==> src/cseg_pkg.sv <==
// ----------------------------------------------------------------------------
// cseg_pkg: shared types and constants of the curve segment index generator
// Widths, codes, state and phase enums and the controller/datapath structs.
// ----------------------------------------------------------------------------
`default_nettype none

package cseg_pkg;

   localparam int MAX_CURVE_VERTS = 32;
   localparam int REMAP_DEPTH     = 4096;
   localparam int IDX_W           = 31;
   localparam int CNT_W           = 6;
   localparam int OFF_W           = CNT_W + 1;
   localparam int ADDR_W          = 12;
   localparam int CSR_IDX_W       = 3;
   localparam int CSR_DATA_W      = 12;
   localparam int NUM_PHASES      = 6;

   typedef enum logic [CSR_IDX_W-1:0] {
      CSR_CUBIC_MODE   = 3'd0,
      CSR_BASIS        = 3'd1,
      CSR_WRAP_MODE    = 3'd2,
      CSR_REMAP_ENABLE = 3'd3,
      CSR_REMAP_LAST   = 3'd4
   } csr_index_type;

   localparam logic [1:0] BASIS_BEZIER  = 2'd0;
   localparam logic [1:0] BASIS_BSPLINE = 2'd1;
   localparam logic [1:0] BASIS_CATROM  = 2'd2;
   localparam logic [1:0] BASIS_CENTRIP = 2'd3;

   localparam logic [1:0] WRAP_NONPERIODIC = 2'd0;
   localparam logic [1:0] WRAP_PERIODIC    = 2'd1;
   localparam logic [1:0] WRAP_PINNED      = 2'd2;
   localparam logic [1:0] WRAP_SEGMENTED   = 2'd3;

   localparam logic OP_TABLE_WRITE = 1'b0;
   localparam logic OP_CURVE       = 1'b1;

   typedef enum logic [2:0] {
      ST_IDLE,
      ST_SETUP,
      ST_ISSUE,
      ST_DRAIN,
      ST_PUSH
   } state_type;

   // segment kinds, in emission order
   typedef enum logic [2:0] {
      PH_PIN_B = 3'd0,
      PH_PIN_A = 3'd1,
      PH_MAIN  = 3'd2,
      PH_END_A = 3'd3,
      PH_END_B = 3'd4,
      PH_CLOSE = 3'd5
   } phase_type;

   typedef struct packed {
      logic                    operation;
      logic [CNT_W-1:0]        vertex_count;
      logic [ADDR_W-1:0]       table_address;
      logic [IDX_W-1:0]        table_value;
   } item_type;

   typedef struct packed {
      logic [CSR_IDX_W-1:0]    index;
      logic [CSR_DATA_W-1:0]   data;
   } csr_wr_type;

   typedef struct packed {
      logic [IDX_W-1:0]        index0;
      logic [IDX_W-1:0]        index1;
      logic [IDX_W-1:0]        index2;
      logic [IDX_W-1:0]        index3;
      logic [IDX_W-1:0]        curve_id;
      logic                    last_segment;
   } rsp_type;

   typedef struct packed {
      logic load_item;
      logic write_table;
      logic seg_init;
      logic issue;
      logic push;
      logic seg_adv;
      logic commit;
   } ctrl_cmd_type;

   typedef struct packed {
      logic skip_curve;
      logic first_valid;
      logic next_valid;
      logic slot_last;
      logic out_free;
   } ctrl_status_type;

endpackage

`default_nettype wire

==> src/cseg_ctrl.sv <==
// ----------------------------------------------------------------------------
// cseg_ctrl: sequencing state machine
// Accepts items, walks the segments of a curve and the slots of a segment.
// ----------------------------------------------------------------------------
`default_nettype none

module cseg_ctrl (
   input  wire logic                      clock,
   input  wire logic                      reset,
   input  wire logic                      req_valid,
   input  wire logic                      req_is_curve,
   output logic                           req_ready,
   input  wire cseg_pkg::ctrl_status_type status,
   output cseg_pkg::ctrl_cmd_type         cmd
);
   import cseg_pkg::*;

   state_type state_ff, state_in;

   always_ff @(posedge clock) begin
      if (reset) begin
         state_ff <= ST_IDLE;
      end else begin
         state_ff <= state_in;
      end
   end

   always_comb begin
      state_in = state_ff;
      unique case (state_ff)
         ST_IDLE: begin
            if (req_valid && req_is_curve) state_in = ST_SETUP;
         end
         ST_SETUP: begin
            if (status.skip_curve || !status.first_valid) state_in = ST_IDLE;
            else state_in = ST_ISSUE;
         end
         ST_ISSUE: begin
            if (status.slot_last) state_in = ST_DRAIN;
         end
         ST_DRAIN: begin
            state_in = ST_PUSH;
         end
         ST_PUSH: begin
            if (status.out_free) state_in = status.next_valid ? ST_ISSUE : ST_IDLE;
         end
         default: state_in = ST_IDLE;
      endcase
   end

   always_comb begin
      cmd       = '0;
      req_ready = 1'b0;
      unique case (state_ff)
         ST_IDLE: begin
            req_ready       = 1'b1;
            cmd.load_item   = req_valid && req_is_curve;
            cmd.write_table = req_valid && !req_is_curve;
         end
         ST_SETUP: begin
            cmd.commit   = !status.skip_curve && !status.first_valid;
            cmd.seg_init = !status.skip_curve && status.first_valid;
         end
         ST_ISSUE: begin
            cmd.issue = 1'b1;
         end
         ST_DRAIN: begin
         end
         ST_PUSH: begin
            cmd.push    = status.out_free;
            cmd.seg_adv = status.out_free && status.next_valid;
            cmd.commit  = status.out_free && !status.next_valid;
         end
         default: begin
         end
      endcase
   end

endmodule

`default_nettype wire

==> config.mk <==
export PLATFORM = sky130hd
export DESIGN_NAME = cseg_ctrl
export DESIGN_NICKNAME = d
export VERILOG_FILES = /design/src/cseg_pkg.sv /design/src/cseg_ctrl.sv
export SDC_FILE = /design/constraint.sdc
export NUM_CORES = 1
export LEC_CHECK = 0
export ABC_CLOCK_PERIOD_IN_PS = 1600
export BUFFER_PORTS_ARGS = -buffer_cell sky130_fd_sc_hd__buf_2
export CAP_MARGIN = 0
export CORE_AREA = 2 2 39 41
export CTS_BUF_LIST = sky130_fd_sc_hd__clkbuf_8
export CTS_CLUSTER_DIAMETER = 30
export DETAILED_ROUTE_END_ITERATION = 8
export DIE_AREA = 0 0 41 43
export PLACE_DENSITY = 0.4
export SLEW_MARGIN = 20
export SYNTH_ARGS = -nofsm -noshare
export SYNTH_HDL_FRONTEND = slang
export SYNTH_SLANG_ARGS = --single-unit
==> constraint.sdc <==
create_clock -name clock -period 1.6 [get_ports clock]
set_input_delay 0.08 -clock clock [delete_from_list [all_inputs] [get_ports clock]]
set_output_delay 0.08 -clock clock [all_outputs]
set_load 0.03 [all_outputs]
==> results.toml, run 1 <==
[run_status]
status = "completed"

[worst_setup_path]
critPathTopFamily = "simple AND/OR/NAND/NOR gates"
rrSetupSlack_ns = 0.42
cp_slowest_cell = "dfxtp_1"
crit_path_end_kind = "primary output"
path_class = "reg2out"
cpPeakStageDelay_ns = 0.37
cp_cell_sequence = "nor2_1 -> nand3_1 -> inv_1 -> and2_1 -> buf_2"
crit_buf_inv = 2
startpoint_type = "flop"
cp_max_fo = 6
r2r_end = "state_ff[1]"
regToRegStartpoint = "state_ff[2]"
critical_path_arrival_ns = 1.34
reg2reg_depth = 3
crit_required_ns = 1.52

[pwr]
p_seq_share_pct = 23.6
netSwitchingFraction_pct = 24.4
cellPowerDensity_mw_per_mm2 = 940
p_comb_share_pct = 15.4
internal-power_uw = 264
p_clk_share_pct = 60.9
power_uw = 349
leakage_nw = 0.184
switchingPower_uw = 85.2
max-vdd-ir-drop_uv = 255

[clock_tree]
htree_levels = 1
cts_buffers = 3
clockBufferDepth = 2
root_buffer = "clkbuf_8"
cts_tree = "built"
cts_resized = 0
clock_latency_ns = 0.21
ctsHoldBuffers = 0
clock-sinks = 3
clkTransAtPathRegs_ns = 0.03
cts_setup_buffers = 0

[floorplanning]
ios = 17
num_rows = 14
start_util_pct = 16.8
die_x_um = 41
fp.dieH_um = 43
core-area_mm2 = 0.00138
dieArea_mm2 = 0.00176

[finish]
area_growth_pct = 59.7
largest_reg_flops = 3
mostFrequentLayoutCells = "buf_2 (16), inv_1 (3), nand3b_1 (3), clkbuf_8 (3), dfxtp_1 (3)"
regArea_um2 = 60.1
layout_commonest_cell = "buf_2"
drive_gt1_share_pct = 50.0
multiInputGateArea_um2 = 159
diodes = 0
fin_nets = 56
fillers = 155
reg.largest.list = "state_ff: 3 flops"
max_flop_register = "state_ff"

[synth]
synthesis.area_um2 = 233
ys_warn_count = 0
syn_avg_cell_area_um2 = 8.62
synthMuxAreaShare_pct = 0
synthAdderAreaFrac_pct = 0
synth_cell_types = 19
synth-xor-area-share_pct = 0
ys_ff_latch = 3
yosysSeqAreaShare_pct = 25.8
yosys.area_share.simple_pct = 54.8
synthCells = 27
syn-num-nets = 36
synth_top_family_by_area = "simple AND/OR/NAND/NOR gates"
synth_compound_area_share_pct = 11.3

[flow_run]
cap_viol_max_count = 0

[route]
vias_per_cell = 4.03
wire_per_inst_um = 9.45
drc = 0
drt_iter0_markers = 2
detail-route-antenna-nets = 0
dr_total_vias = 250
firstDrtPassIters = 3
wl_um = 586

[hold_path]
hp-class = "in2reg"
hold_start = "reset"
min_path_cells = 2
whs_endpoint = "state_ff[2]"

[timing]
holdWs_ns = 0.0391
fin_skew_ns = 0.000558
rsz0062_at_grt = "false"
totalNegativeSetupSlack_ns = 0
slew_violations = 0
finalCritPeriodShare_pct = 88.7
finalCriticalPeriod_ns = 1.42
fmax_mhz = 705
worst_pin_slew_ns = 0.382
finalHoldViolCount = 0
relSlewSlack_pct = 74.5
setup_viol = 0

[global_routing]
grt_pass1_wl_um = 959
grt_antenna_before_repair = 0
grt_pass1_vias = 242
grt_max_degree = 11
grt_usage_pct = 8.12
grt_overflow = 0

[placed_design]
finalWeightedCongestion = 0.658
dp_hpwl_um = 459
portBuffers = 16
-- power by group through the flow --
stage               Combinational, mW  Clock (mW)  Sequential, mW
CTS                            0.0547       0.223          0.0828
finish                         0.0540       0.213          0.0825
floorplan                      0.0335           0          0.0822
global route                   0.0587       0.227          0.0832
global placement               0.0550           0          0.0837
detailed placement             0.0547           0          0.0837
-- cell usage after synthesis, drive strengths merged --
cell type	count	share of area, %
a21oi	1	2.1
a31oi	1	2.7
and2	2	6.5
and3	2	5.4
buf	1	4.8
dfxtp	3	26
inv	2	3.2
nand2	2	3.2
nand3	1	2.1
nand3b	3	9.7
nor2	2	3.2
nor2b	1	2.7
nor3	1	2.1
nor3b	1	3.2
nor4b	2	17
o22ai	1	2.7
o31a	1	3.8
-- area by class of cell --
class                           count  area share (%)
Multi-Input combinational cell     21            42.8
Inverter                            2            2.02
Tap cell                           16            5.39
Clock inverter                      1            1.01
Sequential cell                     3            16.2
Timing Repair Buffer               16            21.5
Clock buffer                        3            11.1
-- through the flow --
stage | util, % | instances | instance area [µm²] | setup WS, ns
3_5_place_dp | 23.6 | 58 | 327 | 0.397
4_1_cts | 26.9 | 62 | 372 | 0.156
6_report | 26.9 | 62 | 372 | 0.181
3_3_place_gp | 23.6 | 58 | 327 | 0.376
2_1_floorplan | - | 27 | 238 | 0.0660
5_1_grt | 26.9 | 62 | 372 | 0.0608
-- worst max path at each step --
stage                     start           to  slack (ns)  cells past startpoint
CTS                 state_ff[1]       cmd[1]        0.16                      5
detailed placement  state_ff[1]       cmd[1]        0.40                      5
global placement    state_ff[2]       cmd[0]        0.38                      4
floorplan           state_ff[1]  state_ff[1]        0.07                      2
global route        state_ff[1]       cmd[1]        0.06                      5
finish              state_ff[1]       cmd[1]        0.18                      5
-- metal layers --
| metal | vias to the layer above | GRT usage (%) | wire (µm) |
|---|---|---|---|
| met2 | 8 | 9.69 | 284 |
| met5 | - | 0 | 0 |
| met1 | 106 | 11.2 | 275 |
| met4 | 0 | 6.00 | 0 |
| li1 | 136 | - | - |
| met3 | 0 | 3.14 | 26 |
-- cell families (layout without fill, tap and decap cells) --
logic type             Yosys count  in the layout
AND/OR/NAND/NOR                 17             17
AO/OA/AOI/OAI                    4              4
flip-flops                       3              3
buffers and inverters            3             22
No activity file was read; power rests on OpenSTA's default activity.
==> run 2, diff against run 1 <==
--- a/config.mk
+++ b/config.mk
@@ -9,10 +9,10 @@
 export BUFFER_PORTS_ARGS = -buffer_cell sky130_fd_sc_hd__buf_2
 export CAP_MARGIN = 0
 export CORE_AREA = 2 2 39 41
-export CTS_BUF_LIST = sky130_fd_sc_hd__clkbuf_8
 export CTS_CLUSTER_DIAMETER = 30
 export DETAILED_ROUTE_END_ITERATION = 8
 export DIE_AREA = 0 0 41 43
+export HOLD_SLACK_MARGIN = 0.05
 export PLACE_DENSITY = 0.4
 export SLEW_MARGIN = 20
 export SYNTH_ARGS = -nofsm -noshare
==> run 2 against run 1 <==
Core utilization down 0.63 points. Combinational power increased by 4%. Clock-buffer cell count increased by 1. Largest cell class unchanged. Wire length fell by 0.68%. First-iteration DRC count stayed put. Non-clock buffer count increased by 1. Critical endpoint unchanged. Highest routed layer unchanged.
==> results.toml, run 2 (synthesis results as in run 1) <==
[route]
wire_per_inst_um = 9.24
firstDrtPassIters = 3
wl_um = 582
drt_iter0_markers = 2
detail-route-antenna-nets = 0
vias_per_cell = 4.00
drc = 0
dr_total_vias = 252

[worst_setup_path]
crit_required_ns = 1.52
crit_path_end_kind = "primary output"
path_class = "reg2out"
startpoint_type = "flop"
cp_max_fo = 6
critical_path_arrival_ns = 1.36

[clock_tree]
clockBufferDepth = 2
ctsHoldBuffers = 1
cts_setup_buffers = 0
root_buffer = "clkbuf_4"
htree_levels = 1
clock_latency_ns = 0.23
cts_tree = "built"
cts_buffers = 3
cts_resized = 0
clock-sinks = 3
clkTransAtPathRegs_ns = 0.04

[finish]
fin_nets = 57
stdcell_count = 63
diodes = 0
max_flop_register = "state_ff"
largest_reg_flops = 3
layout_commonest_cell = "buf_2"
area_growth_pct = 55.9
drive_gt1_share_pct = 48.9
mostFrequentLayoutCells = "buf_2 (16), nand3b_1 (3), clkbuf_4 (3), dfxtp_1 (3)"
reg.largest.list = "state_ff: 3 flops"
fillers = 156

[timing]
finalCritPeriodShare_pct = 89.9
totalNegativeSetupSlack_ns = 0
finalHoldViolCount = 0
slew_violations = 0
relSlewSlack_pct = 74.6
setup_viol = 0
rsz0062_at_grt = "false"
worst_pin_slew_ns = 0.380
finalCriticalPeriod_ns = 1.44
layout_setup_ws_ns = 0.162
fin_skew_ns = 0.000223
fmax_mhz = 695

[flow_run]
cap_viol_max_count = 0

[floorplanning]
fp.dieH_um = 43
die_x_um = 41
core-area_mm2 = 0.00138
num_rows = 14
start_util_pct = 16.8
dieArea_mm2 = 0.00176
ios = 17

[placed_design]
finalWeightedCongestion = 0.658
dp_slack_ns = 0.397
dp_hpwl_um = 459
portBuffers = 16
dp.cells = 58

[global_routing]
grt_overflow = 0
grt_pass1_wl_um = 945
grt_antenna_before_repair = 0
grt_pass1_vias = 243
grt_max_degree = 11
grt_usage_pct = 8.02

[run_status]
status = "completed"

[pwr]
max-vdd-ir-drop_uv = 187
cellPowerDensity_mw_per_mm2 = 750
leakage_nw = 0.177

[hold_path]
hp-class = "in2reg"
-- run 2: cell count changes in the layout (fill, tap and decap cells not counted), sizes merged --
cell and delta:
inv -1, clkbuf +1, dlygate4sd3 +1
-- run 2: path summary, 6_finish.rpt --
check | start | end | slack, ns | cells after the start
worst max-delay path | state_ff[1] | cmd[1] | 0.16 | 5
worst min-delay path | status[0] | state_ff[2] | 0.16 | 3
worst max register to register | state_ff[2] | state_ff[1] | 0.42 | 3
worst min register to register | state_ff[0] | state_ff[2] | 0.58 | 2
-- run 2: final cells by class --
cell class	count	area [µm²]	share of cell area [%]
multi-input cells	21	159	43.8
inverters	2	7.51	2.07
repair buffers	17	90.1	24.8
clock buffers	4	26.3	7.24
well taps	16	20.0	5.52
flip-flops and latches	3	60.1	16.6
-- run 2: metrics by stage --
step	instance area (µm²)	hold WS (ns)	power (mW)	util [%]
after floorplan	238	0.149	0.116	-
after global routing	363	0.162	0.288	26.2
after global placement	327	0.265	0.139	23.6
after detailed placement	327	0.265	0.138	23.6
after CTS	363	0.147	0.283	26.2
final	363	0.156	0.272	26.2
-- run 2: power by group --
part           switching [mW]  total [mW]  internal (mW)
sequential            0.00475      0.0823         0.0776
clock                  0.0405       0.134         0.0935
combinational          0.0311      0.0559         0.0248
-- run 2: routing by layer --
layer  wire [µm]  track usage, %  up-vias
li1            -               -      139
met1         277            10.9      105
met2         279            9.69        8
met3          25            3.14        0
met4           0            6.00        0
met5           0               0        -
-- run 2: worst max-delay path, cell delays in order, from the launching register on --
cell and delay [ns]:
dfxtp_1 0.37, nor2_1 0.23, nand3_1 0.13, inv_1 0.09, and2_1 0.12, buf_2 0.19
